--- src/hw/rtl/sdi_pkg.sv ---
// Package for the SD card bring-up sequencer: event, status and response codes,
// the transaction and result records, the command table and the CSD capacity decode.
// Has no dependencies; every other file of the sequencer imports it.
package sdi_pkg;

  localparam logic [1:0] ACT_START = 2'd0;
  localparam logic [1:0] ACT_CMD_DONE = 2'd1;
  localparam logic [1:0] ACT_DATA_DONE = 2'd2;
  localparam logic [1:0] ACT_TICK = 2'd3;

  localparam logic [2:0] STAT_IDLE = 3'd0;
  localparam logic [2:0] STAT_BUSY = 3'd1;
  localparam logic [2:0] STAT_READY = 3'd2;
  localparam logic [2:0] STAT_NO_STATUS = 3'd3;
  localparam logic [2:0] STAT_FAILED = 3'd4;

  localparam logic [1:0] RESP_NONE = 2'd0;
  localparam logic [1:0] RESP_SHORT = 2'd1;
  localparam logic [1:0] RESP_LONG = 2'd3;

  localparam logic [1:0] CSD_V1 = 2'd0;
  localparam logic [1:0] CSD_V2 = 2'd1;

  localparam logic [15:0] TIMEOUT_RESET = 16'd1000;
  localparam logic [31:0] IF_COND_ARG = 32'h0000_01AA;
  localparam logic [31:0] OP_COND_ARG = 32'hC010_0000;
  localparam logic [31:0] BUS_WIDTH_ARG = 32'h0000_0002;
  localparam logic [7:0] SPEED_RAW_TEN = 8'd8;
  localparam logic [7:0] SPEED_TEN = 8'd10;

  typedef struct packed {
    logic [1:0]  action;
    logic        resp_ok;
    logic        resp_timed_out;
    logic [31:0] resp_word1;
    logic [31:0] resp_word2;
    logic [31:0] resp_word3;
    logic        data_ok;
    logic [7:0]  status_byte_eight;
    logic [7:0]  status_byte_fourteen;
  } item_t;

  typedef struct packed {
    logic        issue_command;
    logic [5:0]  command_index;
    logic [31:0] command_argument;
    logic [1:0]  response_kind;
    logic        expect_data_read;
    logic [2:0]  init_status;
    logic [15:0] card_address;
    logic [1:0]  csd_structure;
    logic [31:0] capacity_kib;
    logic [7:0]  speed_class;
    logic [3:0]  uhs_class;
  } result_t;

  typedef struct packed {
    logic [5:0]  index;
    logic [31:0] arg;
    logic        use_rca;
    logic [1:0]  resp;
    logic        data;
  } cmd_t;

  function automatic cmd_t cmd_entry(input logic [3:0] idx);
    cmd_t c;
    c = '{index: 6'd0, arg: 32'd0, use_rca: 1'b0, resp: RESP_NONE, data: 1'b0};
    case (idx)
      4'd2: c = '{6'd8, IF_COND_ARG, 1'b0, RESP_SHORT, 1'b0};
      4'd3: c = '{6'd55, 32'd0, 1'b0, RESP_SHORT, 1'b0};
      4'd4: c = '{6'd41, OP_COND_ARG, 1'b0, RESP_SHORT, 1'b0};
      4'd5: c = '{6'd2, 32'd0, 1'b0, RESP_LONG, 1'b0};
      4'd6: c = '{6'd3, 32'd0, 1'b0, RESP_SHORT, 1'b0};
      4'd7: c = '{6'd9, 32'd0, 1'b1, RESP_LONG, 1'b0};
      4'd8: c = '{6'd13, 32'd0, 1'b1, RESP_SHORT, 1'b0};
      4'd9: c = '{6'd7, 32'd0, 1'b1, RESP_SHORT, 1'b0};
      4'd10: c = '{6'd13, 32'd0, 1'b1, RESP_SHORT, 1'b0};
      4'd11: c = '{6'd55, 32'd0, 1'b1, RESP_SHORT, 1'b0};
      4'd12: c = '{6'd6, BUS_WIDTH_ARG, 1'b0, RESP_SHORT, 1'b0};
      4'd13: c = '{6'd13, 32'd0, 1'b1, RESP_SHORT, 1'b0};
      4'd14: c = '{6'd55, 32'd0, 1'b1, RESP_SHORT, 1'b0};
      4'd15: c = '{6'd13, 32'd0, 1'b0, RESP_SHORT, 1'b1};
      default: c = '{6'd0, 32'd0, 1'b0, RESP_NONE, 1'b0};
    endcase
    return c;
  endfunction

  function automatic logic [31:0] csd_capacity(input logic [31:0] w1, input logic [31:0] w2,
                                               input logic [31:0] w3);
    logic [11:0] c_size_v1;
    logic [4:0]  shift;
    logic [47:0] bytes;
    logic [21:0] c_size_v2;
    logic [22:0] blocks_v2;
    logic [31:0] cap;
    c_size_v1 = {w2[9:0], w3[31:30]};
    shift = 5'(w3[17:15]) + 5'd2 + 5'(w2[19:16]);
    bytes = (48'(c_size_v1) + 48'd1) << shift;
    c_size_v2 = {w2[5:0], w3[31:16]};
    blocks_v2 = 23'(c_size_v2) + 23'd1;
    case (w1[31:30])
      CSD_V1: cap = bytes[41:10];
      CSD_V2: cap = {blocks_v2, 9'd0};
      default: cap = 32'd0;
    endcase
    return cap;
  endfunction

endpackage

--- src/hw/rtl/sdi_core.sv ---
// Sequencer core: holds the bring-up step, tick counter and captured card values,
// and computes the result of one transaction combinationally.
// Depends on sdi_pkg.
module sdi_core
  import sdi_pkg::*;
(
  input  logic        clk,
  input  logic        rst,
  input  logic [15:0] timeout_ticks,
  input  logic        go,
  input  item_t       item,
  output logic        res_valid,
  output result_t     res
);

  typedef enum logic [4:0] {
    ST_IDLE = 5'd0, ST_CMD0, ST_CMD8, ST_POLL55, ST_ACMD41, ST_CMD2, ST_CMD3,
    ST_CMD9, ST_STAT1, ST_SEL, ST_STAT2, ST_APP1, ST_BUSW, ST_STAT3,
    ST_APP2, ST_SDSTAT, ST_DATA, ST_END
  } step_t;

  step_t       step, step_next, target;
  logic [15:0] ticks, ticks_next;
  logic [15:0] rca, rca_next;
  logic [1:0]  csd, csd_next;
  logic [31:0] cap, cap_next;
  logic [7:0]  speed, speed_next;
  logic [3:0]  uhs, uhs_next;
  logic [2:0]  status, status_next, fin_code;
  logic        emit_cmd, emit_fin;
  logic [7:0]  speed_raw;
  cmd_t        cmd;

  always_comb begin
    step_next = step;
    ticks_next = ticks;
    rca_next = rca;
    csd_next = csd;
    cap_next = cap;
    speed_next = speed;
    uhs_next = uhs;
    status_next = status;
    emit_cmd = 1'b0;
    emit_fin = 1'b0;
    target = step;
    fin_code = STAT_FAILED;
    speed_raw = {item.status_byte_eight[6:0], 1'b0};
    unique case (item.action)
      ACT_START: begin
        ticks_next = 16'd0;
        rca_next = 16'd0;
        csd_next = 2'd0;
        cap_next = 32'd0;
        speed_next = 8'd0;
        uhs_next = 4'd0;
        emit_cmd = 1'b1;
        target = ST_CMD0;
      end
      ACT_TICK: begin
        if ((step == ST_POLL55 || step == ST_ACMD41) && ticks != 16'hFFFF) begin
          ticks_next = ticks + 16'd1;
        end
      end
      ACT_DATA_DONE: begin
        if (step == ST_DATA) begin
          emit_fin = 1'b1;
          if (!item.data_ok) begin
            fin_code = STAT_NO_STATUS;
          end else begin
            speed_next = (speed_raw == SPEED_RAW_TEN) ? SPEED_TEN : speed_raw;
            uhs_next = item.status_byte_fourteen[7:4];
            fin_code = STAT_READY;
          end
        end
      end
      default: begin
        unique case (step) inside
          ST_CMD0: begin
            emit_cmd = 1'b1;
            target = ST_CMD8;
          end
          ST_CMD8: begin
            if (item.resp_ok || item.resp_timed_out) begin
              ticks_next = 16'd0;
              emit_cmd = 1'b1;
              target = ST_POLL55;
            end else begin
              emit_fin = 1'b1;
            end
          end
          ST_POLL55: begin
            if (item.resp_ok) begin
              emit_cmd = 1'b1;
              target = ST_ACMD41;
            end else begin
              emit_fin = 1'b1;
            end
          end
          ST_ACMD41: begin
            if (ticks >= timeout_ticks) begin
              emit_fin = 1'b1;
            end else begin
              emit_cmd = 1'b1;
              target = item.resp_word1[31] ? ST_CMD2 : ST_POLL55;
            end
          end
          ST_SDSTAT: begin
            if (!item.resp_ok) begin
              emit_fin = 1'b1;
              fin_code = STAT_NO_STATUS;
            end else begin
              step_next = ST_DATA;
            end
          end
          ST_CMD2, ST_CMD3, ST_CMD9, ST_STAT1, ST_SEL, ST_STAT2, ST_APP1, ST_BUSW,
          ST_STAT3, ST_APP2: begin
            if (!item.resp_ok) begin
              emit_fin = 1'b1;
            end else begin
              if (step == ST_CMD3) begin
                rca_next = item.resp_word1[31:16];
              end
              if (step == ST_CMD9) begin
                csd_next = item.resp_word1[31:30];
                cap_next = csd_capacity(item.resp_word1, item.resp_word2, item.resp_word3);
              end
              emit_cmd = 1'b1;
              target = step_t'(step + 5'd1);
            end
          end
          default: begin
          end
        endcase
      end
    endcase
    if (emit_cmd) begin
      step_next = target;
      status_next = STAT_BUSY;
    end
    if (emit_fin) begin
      step_next = ST_END;
      status_next = fin_code;
    end
  end

  always_comb begin
    cmd = cmd_entry(4'(target));
    res_valid = emit_cmd || emit_fin;
    res.issue_command = emit_cmd;
    res.command_index = emit_cmd ? cmd.index : 6'd0;
    res.command_argument = !emit_cmd ? 32'd0 : (cmd.use_rca ? {rca_next, 16'd0} : cmd.arg);
    res.response_kind = emit_cmd ? cmd.resp : RESP_NONE;
    res.expect_data_read = emit_cmd && cmd.data;
    res.init_status = status_next;
    res.card_address = rca_next;
    res.csd_structure = csd_next;
    res.capacity_kib = cap_next;
    res.speed_class = speed_next;
    res.uhs_class = uhs_next;
  end

  always_ff @(posedge clk) begin
    if (rst) begin
      step <= ST_IDLE;
      ticks <= 16'd0;
      rca <= 16'd0;
      csd <= 2'd0;
      cap <= 32'd0;
      speed <= 8'd0;
      uhs <= 4'd0;
      status <= STAT_IDLE;
    end else if (go) begin
      step <= step_next;
      ticks <= ticks_next;
      rca <= rca_next;
      csd <= csd_next;
      cap <= cap_next;
      speed <= speed_next;
      uhs <= uhs_next;
      status <= status_next;
    end
  end

endmodule

--- src/hw/rtl/sd_card_init_sequencer.sv ---
// SD card bring-up sequencer: start the sequence with a start transaction, then feed
// back every command completion, data phase completion and time tick. A transaction is
// taken at the first clock edge at which it is presented, unless the input register is
// full and the output register holds a stalled result, so one transaction can be
// accepted every cycle. Its result is held on the outputs in an output register while it
// waits, and meanwhile one more transaction can enter the input register. Only the output
// register stalls the flow. Transactions that fit no step, ticks and a successful ACMD13
// completion give no result. The ACMD41 poll timeout is written through cfg_write and
// cfg_data; the user must write it only while the block is idle, which is not enforced.
// Depends on sdi_pkg and sdi_core.
module sd_card_init_sequencer
  import sdi_pkg::*;
(
  input  logic        clk,
  input  logic        rst,
  input  logic        cfg_write,
  input  logic [15:0] cfg_data,
  input  logic        in_valid,
  output logic        in_stall,
  input  logic [1:0]  action,
  input  logic        resp_ok,
  input  logic        resp_timed_out,
  input  logic [31:0] resp_word1,
  input  logic [31:0] resp_word2,
  input  logic [31:0] resp_word3,
  input  logic [31:0] resp_word4,
  input  logic        data_ok,
  input  logic [7:0]  status_byte_eight,
  input  logic [7:0]  status_byte_fourteen,
  output logic        out_valid,
  input  logic        out_stall,
  output logic        issue_command,
  output logic [5:0]  command_index,
  output logic [31:0] command_argument,
  output logic [1:0]  response_kind,
  output logic        expect_data_read,
  output logic [2:0]  init_status,
  output logic [15:0] card_address,
  output logic [1:0]  csd_structure,
  output logic [31:0] capacity_kib,
  output logic [7:0]  speed_class,
  output logic [3:0]  uhs_class
);

  logic        held_valid;
  item_t       held;
  logic        advance;
  logic        res_valid;
  result_t     res;
  result_t     out_reg;
  logic [15:0] timeout_ticks;
  logic        word4_unused;

  assign word4_unused = ^resp_word4;
  assign advance = held_valid && (!out_valid || !out_stall);
  assign in_stall = held_valid && out_valid && out_stall;

  sdi_core u_core (
    .clk           (clk),
    .rst           (rst),
    .timeout_ticks (timeout_ticks),
    .go            (advance),
    .item          (held),
    .res_valid     (res_valid),
    .res           (res)
  );

  always_ff @(posedge clk) begin
    if (rst) begin
      held_valid <= 1'b0;
      out_valid <= 1'b0;
      timeout_ticks <= TIMEOUT_RESET;
    end else begin
      if (cfg_write) begin
        timeout_ticks <= cfg_data;
      end
      if (!in_stall) begin
        held_valid <= in_valid;
      end
      if (advance && res_valid) begin
        out_valid <= 1'b1;
      end else if (!out_stall) begin
        out_valid <= 1'b0;
      end
    end
  end

  always_ff @(posedge clk) begin
    if (in_valid && !in_stall) begin
      held.action <= action;
      held.resp_ok <= resp_ok;
      held.resp_timed_out <= resp_timed_out;
      held.resp_word1 <= resp_word1;
      held.resp_word2 <= resp_word2;
      held.resp_word3 <= resp_word3 ^ {31'd0, word4_unused & 1'b0};
      held.data_ok <= data_ok;
      held.status_byte_eight <= status_byte_eight;
      held.status_byte_fourteen <= status_byte_fourteen;
    end
    if (advance && res_valid) begin
      out_reg <= res;
    end
  end

  assign issue_command = out_reg.issue_command;
  assign command_index = out_reg.command_index;
  assign command_argument = out_reg.command_argument;
  assign response_kind = out_reg.response_kind;
  assign expect_data_read = out_reg.expect_data_read;
  assign init_status = out_reg.init_status;
  assign card_address = out_reg.card_address;
  assign csd_structure = out_reg.csd_structure;
  assign capacity_kib = out_reg.capacity_kib;
  assign speed_class = out_reg.speed_class;
  assign uhs_class = out_reg.uhs_class;

endmodule
--- config.mk ---
export PLATFORM = sky130hd
export DESIGN_NAME = sd_card_init_sequencer
export DESIGN_NICKNAME = d
export VERILOG_FILES = /design/src/hw/rtl/sdi_pkg.sv /design/src/hw/rtl/sdi_core.sv /design/src/hw/rtl/sd_card_init_sequencer.sv
export SDC_FILE = /design/constraint.sdc
export NUM_CORES = 1
export LEC_CHECK = 0
export ABC_AREA = 1
export BUFFER_PORTS_ARGS = -buffer_cell sky130_fd_sc_hd__buf_2
export CORE_MARGIN = 5
export CORE_UTILIZATION = 30
export DETAILED_ROUTE_END_ITERATION = 7
export HOLD_SLACK_MARGIN = 0.15
export SLEW_MARGIN = 20
export SYNTH_ARGS = -nofsm -noshare
export SYNTH_HDL_FRONTEND = slang
export SYNTH_SLANG_ARGS = --single-unit
--- constraint.sdc ---
create_clock -name clk -period 4.63 [get_ports clk]
set_input_delay 0.6945 -clock clk [delete_from_list [all_inputs] [get_ports clk]]
set_output_delay 0.6945 -clock clk [all_outputs]
set_load 0.01 [all_outputs]
==> metrics.md <==
| Metric | Value |
|---|---|
| Avg Cell Area, Syn | 8.050 µm² |
| Post-CTS setup buffers | 0 |
| Number of synthesized register bits | 260 |
| Main combinational cell family by area after synthesis | simple AND/OR/NAND/NOR gates |
| Setup crit start | u_core.step[0] |
| Post-synth EDFFs | 156 |
| WP buf/inv | 4 |
| CP Cell Sequence | inv_1 -> ha_1 -> nor2_1 -> nand3_1 -> nand3_2 -> nand2_1 -> nand2_1 -> inv_2 -> nor3_1 -> nand3_1 -> nand2_2 -> nand3_1 -> nand2_1 -> inv_4 -> buf_4 |
| CP Class | register to register |
| Routed Antenna Nets | 0 |
| Max Cap Viol | 0 |
| Post-synthesis cell type count | 51 |
| Vias per inst | 4.844 |
| Post-synth top area share | 34.09% |
| Die height | 224.0 µm |
| CTS tree | done |
| Clk Latency, worst-skew pair | 0.58 ns |
| Placer Congestion | 0.9063 |
| CP required | 4.87 ns |
| Hold_buf cts | 0 |
| Max incr delay on CP | 0.69 ns |
| Syn Std Cell Area | 13,740 µm² |
| First-pass GRT wire length | 60,760 µm |
| H-tree levels | 1 |
| Hold WS | 0.2880 ns |
| CTS sink count | 260 |
| Max Slew Vio Count | 0 |
| Clock Root Buffer | clkbuf_16 |
| First drt pass iteration count | 6 |
| Synth Area in XOR/XNOR | 0.4462% |
| Status | finished clean |
| Commonest cells in the netlist | 389 x nand2_1, 226 x inv_1, 156 x a21oi_1, 156 x edfxtp_1, 148 x nand3_1 |
| Cell accounting for the most synthesized area | edfxtp_1 |
| Syn Inst Count | 1,707 |
| Core footprint | 45,380 µm² |
| Static Leak | 7.112 nW |
| Top_reg_cell synth | edfxtp_1 |
| Critical-path top delay cell | inv_4 |
| Pin count of the biggest net entering global routing | 71 |
| Share of layout cells above drive strength 1 | 15.88% |
| Maximum vdd drop | 302.0 µV |
| Min cycle time layout | 3.692 ns |
| Synth top area cells | edfxtp_1 34%, dfxtp_1 15%, nand2_1 11% |
| Wire per inst | 15.83 µm |
| Nets | 2,076 |
| Worst-path maximum fanout | 70 |
| Critical Path End Type | register |
| Post-synthesis simple-gate area fraction | 22.41% |
| RSZ-0062 raised after global routing | no |
| Cell Count, Final, Fillers Out | 2,490 |
| Worst slew pin tran | 0.9247 ns |
| Die Footprint | 50,180 µm² |
| # DRC | 0 |
| Iter 0 DRT Violations | 992 |
| Clock Skews | 0.01684 ns |
| Starting Density | 30.28% |
| Count leader, synth | nand2_1 |
| Critical path depth | 15 |
| I/O Buffers | 181 |
| Pre-CTS WS | 0.9614 ns |
| R2R Path End | capacity_kib[9] |
| Placed cell count | 2,435 |
| Synth Area in Adders | 3.697% |
| Row cnt | 78 |
| Tcrit/Tclk final | 79.74% |
| Die width | 224.0 µm |
| Worst-path clk slew | 0.07 ns |
| Synth Area in Compound Gates | 14.84% |
| Mux share of post-synthesis cell area | 0% |
| Power Density | 353.3 nW/µm² |
| # setup viols final | 0 |
| Cell family with most CP delay | buffers and inverters |
| Total grt overflow | 0 |
| Final WS setup | 0.9380 ns |
| Vias in the first global route | 11,200 |
| Power consumption | 5.711 mW |
| GR Util All Layers | 14.94% |
| Vias | 12,060 |
| Critical Path Source Type | register |
| I/O pins | 279 |
| Hold Vio Cnt, Final | 0 |
| Crit path arrival time | 3.93 ns |
| Post-Route WL | 39,420 µm |
| Yosys warning total | 0 |
| Worst Reg-to-Reg Cells | 15 |
| Fmax | 270.9 MHz |
| Setup slack, reg-to-reg | 0.94 ns |
| R2R Path Start | u_core.step[0] |
| Setup TNS | 0 ns |
| Number of gates resized after CTS | 0 |
| Area delta synth->final | 17.62% |
| Post-synth ARST share | 0% |
| Hold/Removal Path Class | primary input to register |
| Initial antenna violation count | 1 |
| Worst slew margin | 38.35% |
| Clock Path Buffers | 3 |
| CTS buffer count | 29 |
| Hpwl dp | 28,450 µm |
| Seq/Total Area, Yosys | 49.24% |
| Critical Path Sink | capacity_kib[9] |
how the worst min path moves through the flow:
stage	slack [ns]	depth (start not counted)	startpoint	end
floorplan	0.42	2	u_core.speed[0]	u_core.speed[0]
global placement	0.43	2	u_core.speed[0]	u_core.speed[0]
detailed placement	0.43	2	u_core.speed[0]	u_core.speed[0]
CTS	0.25	1	resp_word3[26]	held[43]
global route	0.26	1	resp_word3[26]	held[43]
finish	0.29	1	resp_word3[29]	held[46]
through the flow:
| stage | area (µm²) | util (%) |
|---|---|---|
| after floorplan | 13780 | - |
| after global placement | 15200 | 33.49 |
| after detailed placement | 15200 | 33.49 |
| after CTS | 16160 | 35.61 |
| after global routing | 16160 | 35.61 |
| final | 16160 | 35.61 |
layer usage:
metal / part of all wire (%) / track usage [%]
met2: 47 / 25.08
met5: 0 / 0
met1: 45 / 19.95
met4: 3.2 / 4.526
met3: 5.0 / 2.346
state kept, by name (all words and copies together) (netlist names), 3 cells and up:
name,cells
u_core.cap,32
card_address,16
init_status,3
command_argument,18
command_index,6
capacity_kib,32
uhs_class,4
u_core.rca,16
u_core.uhs,4
speed_class,8
timeout_ticks,16
u_core.status,3
u_core.step,5
u_core.speed,8
held,63
u_core.ticks,16
placed cells by master, fill, tap and decap left out, types with 3 or more instances in the layout:
cell type | synthesis | routed
clkbuf_16 | 0 | 29
buf_4 | 14 | 18
clkbuf_8 | 0 | 3
nand2_1 | 389 | 388
o21ai_1 | 15 | 15
conb_1 | 1 | 11
inv_2 | 10 | 12
a211oi_1 | 5 | 5
nor4_1 | 4 | 4
or2_2 | 5 | 5
a31o_2 | 3 | 3
clkbuf_1 | 51 | 9
nand3b_1 | 3 | 3
buf_2 | 6 | 181
xor2_1 | 4 | 4
o21a_1 | 4 | 4
nor2_1 | 94 | 94
nand3_2 | 5 | 5
nand2_2 | 4 | 5
inv_1 | 226 | 223
a21oi_1 | 156 | 156
a31oi_1 | 7 | 7
nor2_2 | 7 | 7
o211ai_1 | 19 | 19
a21oi_2 | 10 | 10
xnor2_1 | 3 | 3
nand4_1 | 23 | 23
clkinv_1 | 3 | 5
clkinv_2 | 0 | 4
ha_1 | 39 | 39
nand3_1 | 148 | 148
nor3_1 | 18 | 18
dfxtp_1 | 104 | 104
o21ai_0 | 129 | 129
edfxtp_1 | 156 | 156
bufinv_16 | 0 | 3
a22o_1 | 3 | 3
o22ai_1 | 7 | 7
worst register-to-register path: stages (launching register included):
cell and delay [ns]:
dfxtp_1 0.41, inv_1 0.14, ha_1 0.25, nor2_1 0.09, nand3_1 0.10, nand3_2 0.08, nand2_1 0.22, nand2_1 0.12
inv_2 0.11, nor3_1 0.05, nand3_1 0.12, nand2_2 0.14, nand3_1 0.17, nand2_1 0.12, inv_4 0.69, buf_4 0.53
area by class of cell:
type	instances	area, µm²
Sequential cell	260	6766
Fill cell	4664	29220
Tap cell	600	750.7
Clock inverter	13	162.7
Clock buffer	41	800.8
Multi-Input combinational cell	1136	5732
Antenna cell	1	2.502
Timing Repair Buffer	199	1041
Inverter	240	905.9
logic make-up (layout without fill, tap and decap cells):
group	count (synthesis)	after routing
AOI/OAI and AO/OA	370	370
xor gates and xnor gates	7	7
adders and majority gates	40	40
buffers and inverters	321	493
DFF	260	260
other	1	12
and+or+nand+nor	708	708
power by group:
part,leakage (nW),switching [mW],internal (mW)
Clock,0.470,0.973,1.38
Sequential,2.31,0.0552,2.56
Combinational,4.33,0.512,0.228
Power figures use the tool's default switching activity.
